[config.mk]
export PLATFORM = sky130hd
export DESIGN_NAME = line_rasterizer_flat
export DESIGN_NICKNAME = d
export VERILOG_FILES = /design/src/rtl/core/lr_pkg.sv /design/src/rtl/core/lr_in_if.sv /design/src/rtl/core/lr_out_if.sv /design/src/rtl/core/line_rasterizer.sv /design/src/flat_wrapper.sv
export SDC_FILE = /design/constraint.sdc
export NUM_CORES = 1
export LEC_CHECK = 0
export BUFFER_PORTS_ARGS = -buffer_cell sky130_fd_sc_hd__clkbuf_2
export CAP_MARGIN = 20
export CORE_MARGIN = 2
export CORE_UTILIZATION = 40
export CTS_BUF_LIST = sky130_fd_sc_hd__clkbuf_4
export DETAILED_ROUTE_END_ITERATION = 8
export GPL_ROUTABILITY_DRIVEN = 0
export HOLD_SLACK_MARGIN = 0.05
export PLACE_DENSITY = 0.62
export SETUP_SLACK_MARGIN = 0.02
export SYNTH_ARGS = -nofsm -noshare
export SYNTH_HDL_FRONTEND = slang
export SYNTH_SLANG_ARGS = --single-unit
[constraint.sdc]
create_clock -name i_clk -period 11.18 [get_ports i_clk]
set_input_delay 0.559 -clock i_clk [delete_from_list [all_inputs] [get_ports i_clk]]
set_output_delay 0.559 -clock i_clk [all_outputs]
set_load 0.1 [all_outputs]
[src/rtl/core/lr_pkg.sv]
// lr_pkg: shared widths, types and operation codes of the line rasterizer.
// Depends on nothing; used by the channel interfaces and line_rasterizer.
package lr_pkg;

    localparam int COORD_BITS = 12;
    // Decision term: 2*extent minus extent needs two bits above a coordinate plus sign
    localparam int DEC_BITS   = COORD_BITS + 3;

    typedef logic [COORD_BITS-1:0]      t_coord;
    typedef logic signed [DEC_BITS-1:0] t_dec;

    typedef enum logic {
        OP_LOAD = 1'b0,
        OP_STEP = 1'b1
    } t_op;

endpackage

[src/rtl/core/lr_in_if.sv]
// lr_in_if: command channel of the line rasterizer (load or step).
// Depends on lr_pkg.
interface lr_in_if
    import lr_pkg::*;
();
    logic   valid;
    logic   ready;
    t_op    operation;
    t_coord start_x;
    t_coord start_y;
    t_coord end_x;
    t_coord end_y;

    modport source (output valid, output operation, output start_x, output start_y,
                    output end_x, output end_y, input ready);
    modport sink   (input valid, input operation, input start_x, input start_y,
                    input end_x, input end_y, output ready);
endinterface

[src/rtl/core/lr_out_if.sv]
// lr_out_if: pixel channel of the line rasterizer.
// Depends on lr_pkg.
interface lr_out_if
    import lr_pkg::*;
();
    logic   valid;
    logic   ready;
    t_coord pixel_x;
    t_coord pixel_y;
    logic   last;

    modport source (output valid, output pixel_x, output pixel_y, output last, input ready);
    modport sink   (input valid, input pixel_x, input pixel_y, input last, output ready);
endinterface

[src/rtl/core/line_rasterizer.sv]
// line_rasterizer: all-octant Bresenham line rasterizer, one pixel per step.
// Depends on lr_pkg, lr_in_if and lr_out_if.
//
//  channel  | dir | payload                                       | transaction
//  i_cmd    | in  | operation, start_x, start_y, end_x, end_y     | load or step
//  o_pix    | out | pixel_x, pixel_y, last                        | one pixel
//
// A step updates the line state with a few adds and a sign test and writes the pixel
// into the output register in the same cycle.
// A load produces no pixel; a step with no active line is dropped.
// Reset (synchronous, active low) leaves no line active and the output empty.
// i_cmd.ready is low only while a pixel waits in the output register and
// o_pix.ready is low; otherwise one command is taken every cycle.
module line_rasterizer
    import lr_pkg::*;
(
    input  logic     i_clk,
    input  logic     i_rst_n,
    lr_in_if.sink    i_cmd,
    lr_out_if.source o_pix
);

    // line state
    t_coord r_cur_x,  n_cur_x;
    t_coord r_cur_y,  n_cur_y;
    t_coord r_stop_x, n_stop_x;
    t_coord r_stop_y, n_stop_y;
    t_dec   r_dec,    n_dec;
    t_coord r_dx,     n_dx;
    t_coord r_dy,     n_dy;
    logic   r_y_down, n_y_down;
    logic   r_steep,  n_steep;
    logic   r_active, n_active;

    // output register
    logic   r_out_valid, n_out_valid;
    t_coord r_pix_x,     n_pix_x;
    t_coord r_pix_y,     n_pix_y;
    logic   r_last,      n_last;

    logic   accept;
    logic   out_free;

    // load setup terms
    logic   swap;
    t_coord ax, ay, bx, by;
    t_coord ld_dx, ld_dy;
    logic   ld_y_down, ld_steep;
    t_dec   ld_dec;

    // step terms
    logic   fin;
    t_dec   dx2, dy2;
    t_coord y_next;

    assign out_free    = !r_out_valid || o_pix.ready;
    assign i_cmd.ready = out_free;
    assign accept      = i_cmd.valid && out_free;

    assign o_pix.valid   = r_out_valid;
    assign o_pix.pixel_x = r_pix_x;
    assign o_pix.pixel_y = r_pix_y;
    assign o_pix.last    = r_last;

    // endpoint ordering and initial error term
    always_comb begin
        swap = (i_cmd.end_x < i_cmd.start_x) ||
               ((i_cmd.end_x == i_cmd.start_x) && (i_cmd.end_y < i_cmd.start_y));
        ax = swap ? i_cmd.end_x   : i_cmd.start_x;
        ay = swap ? i_cmd.end_y   : i_cmd.start_y;
        bx = swap ? i_cmd.start_x : i_cmd.end_x;
        by = swap ? i_cmd.start_y : i_cmd.end_y;
        ld_dx     = bx - ax;
        ld_y_down = by < ay;
        ld_dy     = ld_y_down ? (ay - by) : (by - ay);
        ld_steep  = ld_dy > ld_dx;
        if (ld_steep) begin
            ld_dec = (t_dec'({3'b000, ld_dx}) <<< 1) - t_dec'({3'b000, ld_dy});
        end else begin
            ld_dec = (t_dec'({3'b000, ld_dy}) <<< 1) - t_dec'({3'b000, ld_dx});
        end
    end

    // one Bresenham step
    always_comb begin
        fin    = r_steep ? (r_cur_y == r_stop_y) : (r_cur_x == r_stop_x);
        dx2    = t_dec'({3'b000, r_dx}) <<< 1;
        dy2    = t_dec'({3'b000, r_dy}) <<< 1;
        y_next = r_y_down ? (r_cur_y - 1'b1) : (r_cur_y + 1'b1);
    end

    // next state
    always_comb begin
        n_cur_x     = r_cur_x;
        n_cur_y     = r_cur_y;
        n_stop_x    = r_stop_x;
        n_stop_y    = r_stop_y;
        n_dec       = r_dec;
        n_dx        = r_dx;
        n_dy        = r_dy;
        n_y_down    = r_y_down;
        n_steep     = r_steep;
        n_active    = r_active;
        n_out_valid = r_out_valid && !o_pix.ready;
        n_pix_x     = r_pix_x;
        n_pix_y     = r_pix_y;
        n_last      = r_last;

        if (accept) begin
            unique case (i_cmd.operation)
                OP_LOAD: begin
                    n_cur_x  = ax;
                    n_cur_y  = ay;
                    n_stop_x = bx;
                    n_stop_y = by;
                    n_dx     = ld_dx;
                    n_dy     = ld_dy;
                    n_y_down = ld_y_down;
                    n_steep  = ld_steep;
                    n_dec    = ld_dec;
                    n_active = 1'b1;
                end
                OP_STEP: begin
                    if (r_active) begin
                        n_out_valid = 1'b1;
                        n_pix_x     = r_cur_x;
                        n_pix_y     = r_cur_y;
                        n_last      = fin;
                        if (fin) begin
                            n_active = 1'b0;
                        end else if (r_steep) begin
                            n_cur_y = y_next;
                            if (!r_dec[DEC_BITS-1]) begin
                                n_cur_x = r_cur_x + 1'b1;
                                n_dec   = r_dec + dx2 - dy2;
                            end else begin
                                n_dec   = r_dec + dx2;
                            end
                        end else begin
                            n_cur_x = r_cur_x + 1'b1;
                            if (!r_dec[DEC_BITS-1]) begin
                                n_cur_y = y_next;
                                n_dec   = r_dec + dy2 - dx2;
                            end else begin
                                n_dec   = r_dec + dy2;
                            end
                        end
                    end
                end
                default: begin
                    n_active = r_active;
                end
            endcase
        end
    end

    // control registers
    always_ff @(posedge i_clk) begin
        if (!i_rst_n) begin
            r_active    <= 1'b0;
            r_out_valid <= 1'b0;
            r_cur_x     <= '0;
            r_cur_y     <= '0;
            r_stop_x    <= '0;
            r_stop_y    <= '0;
            r_dec       <= '0;
            r_dx        <= '0;
            r_dy        <= '0;
            r_y_down    <= 1'b0;
            r_steep     <= 1'b0;
        end else begin
            r_active    <= n_active;
            r_out_valid <= n_out_valid;
            r_cur_x     <= n_cur_x;
            r_cur_y     <= n_cur_y;
            r_stop_x    <= n_stop_x;
            r_stop_y    <= n_stop_y;
            r_dec       <= n_dec;
            r_dx        <= n_dx;
            r_dy        <= n_dy;
            r_y_down    <= n_y_down;
            r_steep     <= n_steep;
        end
    end

    // pixel payload
    always_ff @(posedge i_clk) begin
        r_pix_x <= n_pix_x;
        r_pix_y <= n_pix_y;
        r_last  <= n_last;
    end

endmodule
[src/flat_wrapper.sv]
// flat-port wrapper written by rule: the top's interface ports become plain ports
module line_rasterizer_flat import lr_pkg::*;
  (i_clk, i_rst_n, i_cmd_valid, i_cmd_operation, i_cmd_start_x, i_cmd_start_y, i_cmd_end_x, i_cmd_end_y, i_cmd_ready, o_pix_valid, o_pix_pixel_x, o_pix_pixel_y, o_pix_last, o_pix_ready);
  lr_in_if i_cmd_i ();
  lr_out_if o_pix_i ();
  input  logic i_clk;
  input  logic i_rst_n;
  input wire logic [$bits(i_cmd_i.valid)-1:0] i_cmd_valid;
  input wire logic [$bits(i_cmd_i.operation)-1:0] i_cmd_operation;
  input wire logic [$bits(i_cmd_i.start_x)-1:0] i_cmd_start_x;
  input wire logic [$bits(i_cmd_i.start_y)-1:0] i_cmd_start_y;
  input wire logic [$bits(i_cmd_i.end_x)-1:0] i_cmd_end_x;
  input wire logic [$bits(i_cmd_i.end_y)-1:0] i_cmd_end_y;
  output wire logic [$bits(i_cmd_i.ready)-1:0] i_cmd_ready;
  output wire logic [$bits(o_pix_i.valid)-1:0] o_pix_valid;
  output wire logic [$bits(o_pix_i.pixel_x)-1:0] o_pix_pixel_x;
  output wire logic [$bits(o_pix_i.pixel_y)-1:0] o_pix_pixel_y;
  output wire logic [$bits(o_pix_i.last)-1:0] o_pix_last;
  input wire logic [$bits(o_pix_i.ready)-1:0] o_pix_ready;
  assign i_cmd_i.valid = i_cmd_valid;
  assign i_cmd_i.operation = i_cmd_operation;
  assign i_cmd_i.start_x = i_cmd_start_x;
  assign i_cmd_i.start_y = i_cmd_start_y;
  assign i_cmd_i.end_x = i_cmd_end_x;
  assign i_cmd_i.end_y = i_cmd_end_y;
  assign i_cmd_ready = i_cmd_i.ready;
  assign o_pix_valid = o_pix_i.valid;
  assign o_pix_pixel_x = o_pix_i.pixel_x;
  assign o_pix_pixel_y = o_pix_i.pixel_y;
  assign o_pix_last = o_pix_i.last;
  assign o_pix_i.ready = o_pix_ready;
  line_rasterizer u_core (.i_clk(i_clk), .i_rst_n(i_rst_n), .i_cmd(i_cmd_i), .o_pix(o_pix_i));
endmodule
# Yosys cells after proc, flatten, opt, wreduce, memory -nomap -nowiden
# Index checks and enable logic that the tools add are counted.
# W data, S select, Z words.
[op_classes]
muxes = 30
order_cmp = 4
eq_ne = 7
addsub = 12
n_bitwise = 1
n_reduce_logical = 12
[ops]
columns = ["op", "n"]
rows = [
  ["$mux W12", 14],
  ["$mux W15", 6],
  ["$pmux W12 S2", 2],
  ["$eq A12 B12 Y1", 3],
  ["$lt A12 B12 Y1", 3],
  ["$sub A12 B12 Y12", 3],
  ["$add A15 B14 Y15", 2],
  ["$pmux W15 S2", 1],
  ["$sub A15 B14 Y15", 2],
  ["$sub A13 B12 Y14", 2],
  ["$add A12 B1 Y12 const B", 2],
  ["$gt A12 B12 Y1", 1],
  ["$sub A12 B1 Y12 const B", 1],
  ["$reduce_and A4 Y1", 2],
  ["$mux W1", 6],
  ["$ne A3 B3 Y1 const B", 2],
  ["$reduce_and A3 Y1", 2],
  ["$logic_and A1 B1 Y1", 3],
  ["$logic_not A1 Y1", 2],
  ["$logic_or A1 B1 Y1", 2],
  ["$ne A2 B1 Y1 const B", 1],
  ["$ne A2 B2 Y1 const B", 1],
  ["$pmux W1 S2", 1],
  ["$reduce_and A2 Y1", 1],
  ["$not A1 Y1", 1],
]
[word_totals]
wordCells = 80
in_bits = 53
out_inout_bits = 27
register_bits = 116

# Logic depth before layout (Yosys ltp)
# Gate-level depths: netlist (run 1).
[logic_depth]
depth_word = 9
depth_mapped = 43
depth_no_buf = 32

# Worst setup path before layout (run 1)
# OpenSTA, ideal clock, no wires.
[synth_timing]
path_kind = "input to register"
startpoint = "input port i_cmd_start_x[10]"
endpoint = "register u_core.r_dec[5]"
required_ps = 11045
path_buffers = 9
slack_ps = 3195
arrival_time_ps = 7851
setup_ps = 135
path_stages = 41
path_cell_list = "inv_1 ha_1 buf_2 nand4_1 nor3_2 o31a_2 o22a_1 buf_6 buf_6 clkbuf_1 clkbuf_1 clkbuf_1 buf_1 nand2_1 o22a_1 ha_1 o21ai_0 nand3_1 [5 not listed] xnor2_1 mux2_2 o21ai_0 a21oi_1 xnor2_1 ha_1 nand3_1 or2_2 inv_1 o221ai_1 a211o_1 o21ai_0 or4_4 o211ai_2 buf_6 inv_2 a311oi_1 o32ai_1"
[synth_between]
elab_chain_cells = 9
word_cells_on_any_way = 18
cone_classes = "add/sub: 5; order compare: 3; eq/ne: 1; mux: 7; reduce/logical: 2"
[synth_rtl]
columns = ["item", "line", "rtl"]
rows = [
  ["start: declaration", "flat_wrapper.sv:10", "input wire logic [$bits(i_cmd_i.start_x)-1:0] i_cmd_start_x;"],
  ["parallel branches: the longest is 2 deep, another holds $lt A12 B12 Y1", "n/a", ""],
  ["$logic_or A1 B1 Y1 (*)", "line_rasterizer.sv:67", "swap = (i_cmd.end_x < i_cmd.start_x) ||"],
  ["$mux W12, on equally long branches", "line_rasterizer.sv:72, line_rasterizer.sv:70", ""],
  ["$sub A12 B12 Y12 or $lt A12 B12 Y1 (tied branches)", "line_rasterizer.sv:75, line_rasterizer.sv:74", ""],
  ["$mux W12 (*)", "line_rasterizer.sv:75", "ld_dy = ld_y_down ? (ay - by) : (by - ay);"],
  ["named net u_core.ld_dy[11]", "line_rasterizer.sv:47", "t_coord ld_dx, ld_dy;"],
  ["$gt A12 B12 Y1 (*)", "line_rasterizer.sv:76", "ld_steep = ld_dy > ld_dx;"],
  ["$mux W15 (*)", "line_rasterizer.sv:77", "if (ld_steep) begin"],
  ["$pmux W15 S2 (*)", "line_rasterizer.sv:110", "unique case (i_cmd.operation)"],
  ["end signal: assignment", "line_rasterizer.sv:178", "r_dec <= n_dec;"],
  ["end: declaration", "line_rasterizer.sv:28", "t_dec r_dec, n_dec;"],
]
# Mark *: on every way through the listed nets, which the timed path passes.
# A chain may end at the register's enable or synchronous reset.

# Worst setup path in the final report (run 1)
[layout_timing]
startpoint = "input port i_cmd_start_y[9]"
endpoint = "register u_core.r_dec[5]"
[layout_between]
elab_chain_cells = 9
word_cells_on_any_way = 17
cone_classes = "add/sub: 5; order compare: 3; mux: 7; reduce/logical: 2"
[layout_rtl]
columns = ["item", "line", "rtl"]
rows = [
  ["start: declaration", "flat_wrapper.sv:11", "input wire logic [$bits(i_cmd_i.start_y)-1:0] i_cmd_start_y;"],
  ["$lt A12 B12 Y1", "line_rasterizer.sv:68", "((i_cmd.end_x == i_cmd.start_x) && (i_cmd.end_y < i_cmd.start_y));"],
  ["$logic_and A1 B1 Y1", "line_rasterizer.sv:68", ""],
  ["$logic_or A1 B1 Y1", "line_rasterizer.sv:67", ""],
  ["$mux W12, on equally long branches", "line_rasterizer.sv:72, line_rasterizer.sv:70", ""],
  ["$sub A12 B12 Y12 or $lt A12 B12 Y1 (tied branches)", "line_rasterizer.sv:75, line_rasterizer.sv:74", ""],
  ["$mux W12 (*)", "line_rasterizer.sv:75", ""],
  ["named net u_core.ld_dy[11]", "line_rasterizer.sv:47", ""],
  ["$gt A12 B12 Y1 (*)", "line_rasterizer.sv:76", ""],
  ["$mux W15 (*)", "line_rasterizer.sv:77", ""],
  ["$pmux W15 S2 (*)", "line_rasterizer.sv:110", ""],
]
# The timed path passes the listed nets; every way through them passes the cells marked *.

==> flow_summary.ini, run 1 <==
[clock_network]
cts_root_buf = clkbuf_4
cts_max_level = 4
postCtsHoldBufs = 0
post_cts_buffers = 0
tritoncts = built
clockBufferDepth = 2
cts_sinks = 115
clkTransAtPathRegs_ns = 0.16
ctsResizeCount = 0
cts-buffers-inserted = 17
clock_latency_ns = 0.59

[hold_path]
hold_path_class = primary input to register
whs_path_depth = 3

[pwr]
pwr-share-seq_pct = 20.7
switchingPower_mw = 1.14
powerDensity_nw_per_um2 = 185
combPwrFrac_pct = 63.9
cell_internal_pwr_mw = 1.29
p_sw_share_pct = 46.8
leakagePower_nw = 5.83
ir_drop_mv = 0.0894
clkPwrFrac_pct = 15.4

[floorplan]
die_y_um = 178
core_sq_um = 29800
fp.dieW_um = 178
initial_core_util_pct = 40.8
fp.dieArea_sq_um = 31800
rows = 63
io_pins = 80

[global_routing]
grt_first_pass_wirelength_um = 57900
grt_pass1_vias = 10600
grt_max_degree = 95
grt_usage_pct = 23.3
antenna_found_initial = 1
gr-total-overflow = 0

[synth]
yosysMostFrequentCell = nand2_1
syn_area_per_cell_sq_um = 7.82
yosys_warnings = 0
synth_area_leaders = dfxtp_1, ha_1, edfxtp_1, xnor2_1, nand2_1
synthFlopType = dfxtp_1
synth_top_family_by_area = compound AO/OA/AOI/OAI gates
synth_nets = 1730
synth_xor_xnor_area_share_pct = 7.72
yosys.area.top_type = dfxtp_1
synth-compound-area-share_pct = 27.6
muxShareOfSynthArea_pct = 4.97
synth_common_cells = nand2_1, inv_1, a21oi_1
synth_edf_count = 25
netlist_area_sq_um = 12100
synth_adder_area_share_pct = 13.6
synthDistinctLibCells = 90
synth-async-reset-ratio_pct = 0
syn_inst = 1552
ys_seq_elements = 115
yosysSeqAreaShare_pct = 21.0
synth-simple-area-share_pct = 17.8
yosysTopAreaCellShare_pct = 14.8

[drt]
drc = 0
wl_per_cell_um = 18.5
met1_length_um = 18000
via_count = 11500
routed_wl_um = 36900
wl_met2_um = 15500
wl_met3_um = 2730
highest_layer = met4
drt_iter0_markers = 999
detail_route.first_pass.iterations = 7
vias_per_cell = 5.77
ant_nets = 0

[timing]
max_freq_mhz = 120
fin_hold_ws_ns = 0.254
setup_violations = 0
slew_violations = 0
rsz0062_at_grt = no
min_period_over_period_pct = 74.8
fin_tns_setup_ns = 0
tightest_slew_ns = 1.00
skew_ns = 0.0450
fin_crit_ns = 8.37
hold_viol_final = 0
slew_headroom_pct = 32.8

[setup_path]
critPathLaunchType = primary input
cp_data_required_time_ns = 11.61
path_buf_inv = 3
cpPeakStageDelay_ns = 0.64
rr_worst_depth = 18
path_class = primary input to register
cp-end-kind = register
cp_slowest_cell = o22a_2
crit_arrival_ns = 8.80
crit_family = compound AO/OA/AOI/OAI gates
crit_fanout = 31
cp.depth = 33

[placement]
dp_hpwl_um = 28900
port_buffers = 79

[final_layout]
fill_cells = 3071
area_delta_synth_final_pct = 8.40
nets = 1771
finish.utilization_pct = 44.2
drive_gt1_share_pct = 11.0

[job]
maxCapViolations = 0

[run_status]
status = complete, no violations
cell families (layout without fill, tap and decap cells):
logic type               after synthesis  count (layout)
AND/OR/NAND/NOR                      449             449
other                                  0               1
XOR/XNOR                             107             107
multiplexers                          45              45
adder cells (fa/ha/maj)              129             129
flip-flops                           115             115
buffers and inverters                221             275
AO/OA/AOI/OAI                        486             486
final cells by class:
cell class / instances / area, sq um / share of cell area [%]
multi-input cells: 1216 / 8730 / 66.3
well taps: 390 / 488 / 3.71
clock buffers: 18 / 135 / 1.03
flip-flops and latches: 115 / 2550 / 19.4
clock inverters: 14 / 201 / 1.53
repair buffers: 91 / 485 / 3.69
inverters: 152 / 571 / 4.33
diodes: 1 / 2.50 / 0.0190
sequential cells by signal, indices dropped and copies added (netlist names):
register / flops
u_core.r_dec: 14
u_core.o_pix.pixel_x: 12
u_core.o_pix.pixel_y: 12
u_core.r_cur_x: 12
u_core.r_cur_y: 12
u_core.r_dx: 12
u_core.r_dy: 12
u_core.r_stop_x: 12
u_core.r_stop_y: 12
u_core.o_pix.last: 1
u_core.o_pix.valid: 1
u_core.r_active: 1
u_core.r_steep: 1
u_core.r_y_down: 1
path summary, 6_finish.rpt:
| check | endpoint | startpoint | slack (ns) |
|---|---|---|---|
| setup / recovery | u_core.r_dec[5]$_SDFFE_PN0P_ | i_cmd_start_y[9] | 2.81 |
| setup reg to reg | u_core.r_dec[13]$_SDFFE_PN0P_ | u_core.r_dy[0]$_SDFFE_PN0P_ | 6.66 |
| hold reg to reg | u_core.r_dx[8]$_SDFFE_PN0P_ | u_core.r_dx[8]$_SDFFE_PN0P_ | 0.50 |
| hold / removal | u_core.r_stop_x[10]$_SDFFE_PN0P_ | i_cmd_start_x[10] | 0.25 |
layer usage:
layer  vias up  global-route usage [%]
li1       5655                       -
met1      5460                    34.7
met2       371                    34.5
met3        40                    3.84
met4         0                    6.00
met5         -                       0
power by group through the flow:
stage | registers (mW) | clock network, mW | logic, mW
after floorplan | 0.509 | 0 | 1.19
after global placement | 0.510 | 0 | 1.50
after detailed placement | 0.511 | 0 | 1.53
after CTS | 0.502 | 0.379 | 1.54
after global routing | 0.507 | 0.396 | 1.72
final | 0.502 | 0.375 | 1.55
through the flow:
step / power (mW) / cell area [sq um] / cells / setup WS (ns)
2_1_floorplan: 1.70 / 12100 / 1552 / 3.19
3_3_place_gp: 2.01 / 12800 / 1964 / 2.58
3_5_place_dp: 2.04 / 12800 / 1964 / 2.35
4_1_cts: 2.42 / 13200 / 1996 / 2.94
5_1_grt: 2.62 / 13200 / 1997 / 2.15
6_report: 2.43 / 13200 / 1997 / 2.81
cell usage in the layout (no fill, tap or decap), types with 9 or more instances in the layout:
| cell | count |
|---|---|
| a211oi_1 | 15 |
| a21boi_0 | 25 |
| a21o_1 | 20 |
| a21oi_1 | 133 |
| a31oi_1 | 24 |
| and2_1 | 28 |
| buf_4 | 12 |
| clkbuf_2 | 79 |
| clkbuf_4 | 18 |
| dfxtp_1 | 90 |
| edfxtp_1 | 25 |
| ha_1 | 118 |
| inv_1 | 150 |
| mux2i_1 | 30 |
| mux4_2 | 11 |
| nand2_1 | 188 |
| nand2b_1 | 23 |
| nand3_1 | 30 |
| nor2_1 | 64 |
| nor2b_1 | 29 |
| nor3_1 | 24 |
| nor4_1 | 10 |
| o211a_1 | 25 |
| o211ai_1 | 15 |
| o21ai_0 | 82 |
| o21bai_1 | 33 |
| o221ai_1 | 15 |
| o22ai_1 | 19 |
| or2_2 | 9 |
| or3_1 | 11 |
| xnor2_1 | 82 |
| xor2_1 | 25 |
worst reg2reg max path: cells and delay by family (launching register included):
kind | cells | cell delay, ns
AO/OA/AOI/OAI | 10 | 1.91
XOR/XNOR | 1 | 0.17
adder cells (fa/ha/maj) | 3 | 1.21
flip-flops | 1 | 0.36
multiplexers | 1 | 0.13
AND/OR/NAND/NOR | 3 | 0.64
(Power assumes the default switching activity.)
==> inputs of run 2 (changes only) <==
ABC_AREA = 1   (was unset)
clock period = 8.1 ns   (was 11.18 ns; I/O delays follow)
==> flow_summary.ini, run 2 <==
[run_status]
status = complete, no violations

[synth]
synth_nets = 2099
synthDistinctLibCells = 55
syn_inst = 1921
synth-async-reset-ratio_pct = 0
ys_seq_elements = 115
synth_common_cells = nand2_1, inv_1, a21oi_1
yosys.area.top_type = dfxtp_1
yosys_warnings = 0
syn_area_per_cell_sq_um = 6.34
synth_edf_count = 25
synthFlopType = dfxtp_1
yosysMostFrequentCell = nand2_1
yosysTopAreaCellShare_pct = 14.8
synth_area_leaders = dfxtp_1, nand2_1, ha_1, inv_1, a21oi_1
yosysSeqAreaShare_pct = 21.0
netlist_area_sq_um = 12200

[clock_network]
cts_root_buf = clkbuf_4
cts-buffers-inserted = 17
cts_sinks = 115
cts_max_level = 4
tritoncts = built
clkTransAtPathRegs_ns = 0.14
postCtsHoldBufs = 0
clockBufferDepth = 2
post_cts_buffers = 0
clock_latency_ns = 0.57
ctsResizeCount = 0

[setup_path]
crit_fanout = 61
cp_data_required_time_ns = 8.55
cp_slowest_cell = xor2_1
crit_arrival_ns = 6.38
critPathLaunchType = primary input
ff2ff_setup_slack_ns = 4.01
r2r_end = u_core.r_dec[11]$_SDFFE_PN0P_
cp-end-kind = register
reg2reg_from = u_core.r_dx[0]$_SDFFE_PN0P_
path_class = primary input to register
cpPeakStageDelay_ns = 0.51
crit_top_cell = nand2_1
rr_worst_depth = 20

[global_routing]
grt_pass1_vias = 11900
antenna_found_initial = 1
grt_usage_pct = 24.2
grt_max_degree = 62
gr-total-overflow = 0
grt_first_pass_wirelength_um = 60700

[hold_path]
hold_path_class = primary input to register
hp-start = o_pix_ready
whs_path_depth = 4
hold_end = u_core.o_pix.valid$_SDFF_PN0_

[pwr]
powerDensity_nw_per_um2 = 234
ir_drop_mv = 0.108
leakagePower_nw = 6.98
total_power_mw = 3.08

[timing]
fin_hold_ws_ns = 0.118
tightest_slew_ns = 0.657
setup_violations = 0
hold_viol_final = 0
rsz0062_at_grt = no
fin_tns_setup_ns = 0
min_period_over_period_pct = 73.2
slew_headroom_pct = 56.1
slew_violations = 0
max_freq_mhz = 169
skew_ns = 0.0319
fin_crit_ns = 5.93

[final_layout]
area_delta_synth_final_pct = 8.00
regMostFlops = u_core.r_dec
stdcell_area_sq_um = 13100
largest_reg_flops = 14
final_cell_mix = nand2_1, inv_1, a21oi_1
fin_cells = 2382
fill_cells = 3205
drive_gt1_share_pct = 9.64
final_common_cell = nand2_1
nets = 2156

[drt]
ant_nets = 0
vias_per_cell = 5.32
drc = 0
wl_per_cell_um = 15.8
via_count = 12700
detail_route.first_pass.iterations = 6
routed_wl_um = 37700
drt_iter0_markers = 973

[floorplan]
die_y_um = 178
initial_core_util_pct = 40.8
rows = 63
core_sq_um = 29800
fp.dieW_um = 178
io_pins = 80
fp.dieArea_sq_um = 31800

[job]
maxCapViolations = 0

[placement]
place_inst = 2349
dp_hpwl_um = 30000
port_buffers = 79
placed_area_sq_um = 12900
==> run 2: cell type report <==
cell class,instances,area [sq um],share of cell area (%)
sequential,115,2550,19.4
timing repair buffer,94,508,3.86
inverter,336,1260,9.59
clock inverter,15,133,1.01
clock buffer,17,128,0.971
multi-input combinational,1414,8070,61.4
tap,390,488,3.71
antenna,1,2.50,0.0190
==> run 2: kinds of logic after synthesis <==
logic type / synth area share (%)
AO/OA/AOI/OAI: 19.7
XOR/XNOR: 4.95
adder cells (fa/ha/maj): 13.3
buffers and inverters: 12.8
flip-flops: 21.0
multiplexers: 0.0822
AND/OR/NAND/NOR: 28.2
==> run 2: critical path: cells and delay by family <==
family	cells	cell delay (ns)
AOI/OAI and AO/OA	3	0.83
and+or+nand+nor	20	2.86
xor gates and xnor gates	1	0.51
adders and majority gates	2	0.68
buffers and inverters	7	1.09
==> run 2: how the worst max path moves through the flow <==
stage	cells after the start	to	startpoint
3_3_place_gp	33	u_core.r_dec[10]$_SDFFE_PN0P_	i_cmd_start_x[8]
2_1_floorplan	42	u_core.r_dec[12]$_SDFFE_PN0P_	i_cmd_start_y[9]
6_report	33	u_core.r_dec[10]$_SDFFE_PN0P_	i_cmd_start_x[8]
5_1_grt	33	u_core.r_dec[10]$_SDFFE_PN0P_	i_cmd_start_x[8]
3_5_place_dp	33	u_core.r_dec[10]$_SDFFE_PN0P_	i_cmd_start_x[8]
4_1_cts	33	u_core.r_dec[10]$_SDFFE_PN0P_	i_cmd_start_x[8]
==> run 2: where the power goes <==
group / switching [mW] / internal (mW)
clock: 0.278 / 0.135
sequential: 0.0519 / 0.636
combinational: 1.29 / 0.688
total: 1.62 / 1.46
==> run 2: metrics by stage <==
stage / utilization [%] / worst slack [ns]
2_1_floorplan: - / 3.15
3_3_place_gp: 43.2 / 1.76
3_5_place_dp: 43.2 / 1.67
4_1_cts: 44.1 / 2.28
5_1_grt: 44.1 / 1.70
6_report: 44.1 / 2.17
==> run 2: per-layer routing <==
metal / GRT usage [%] / routed length (um)
met1: 32.5 / 17600
met2: 39.9 / 17100
met3: 3.54 / 2180
met4: 7.52 / 824
met5: 0 / 0
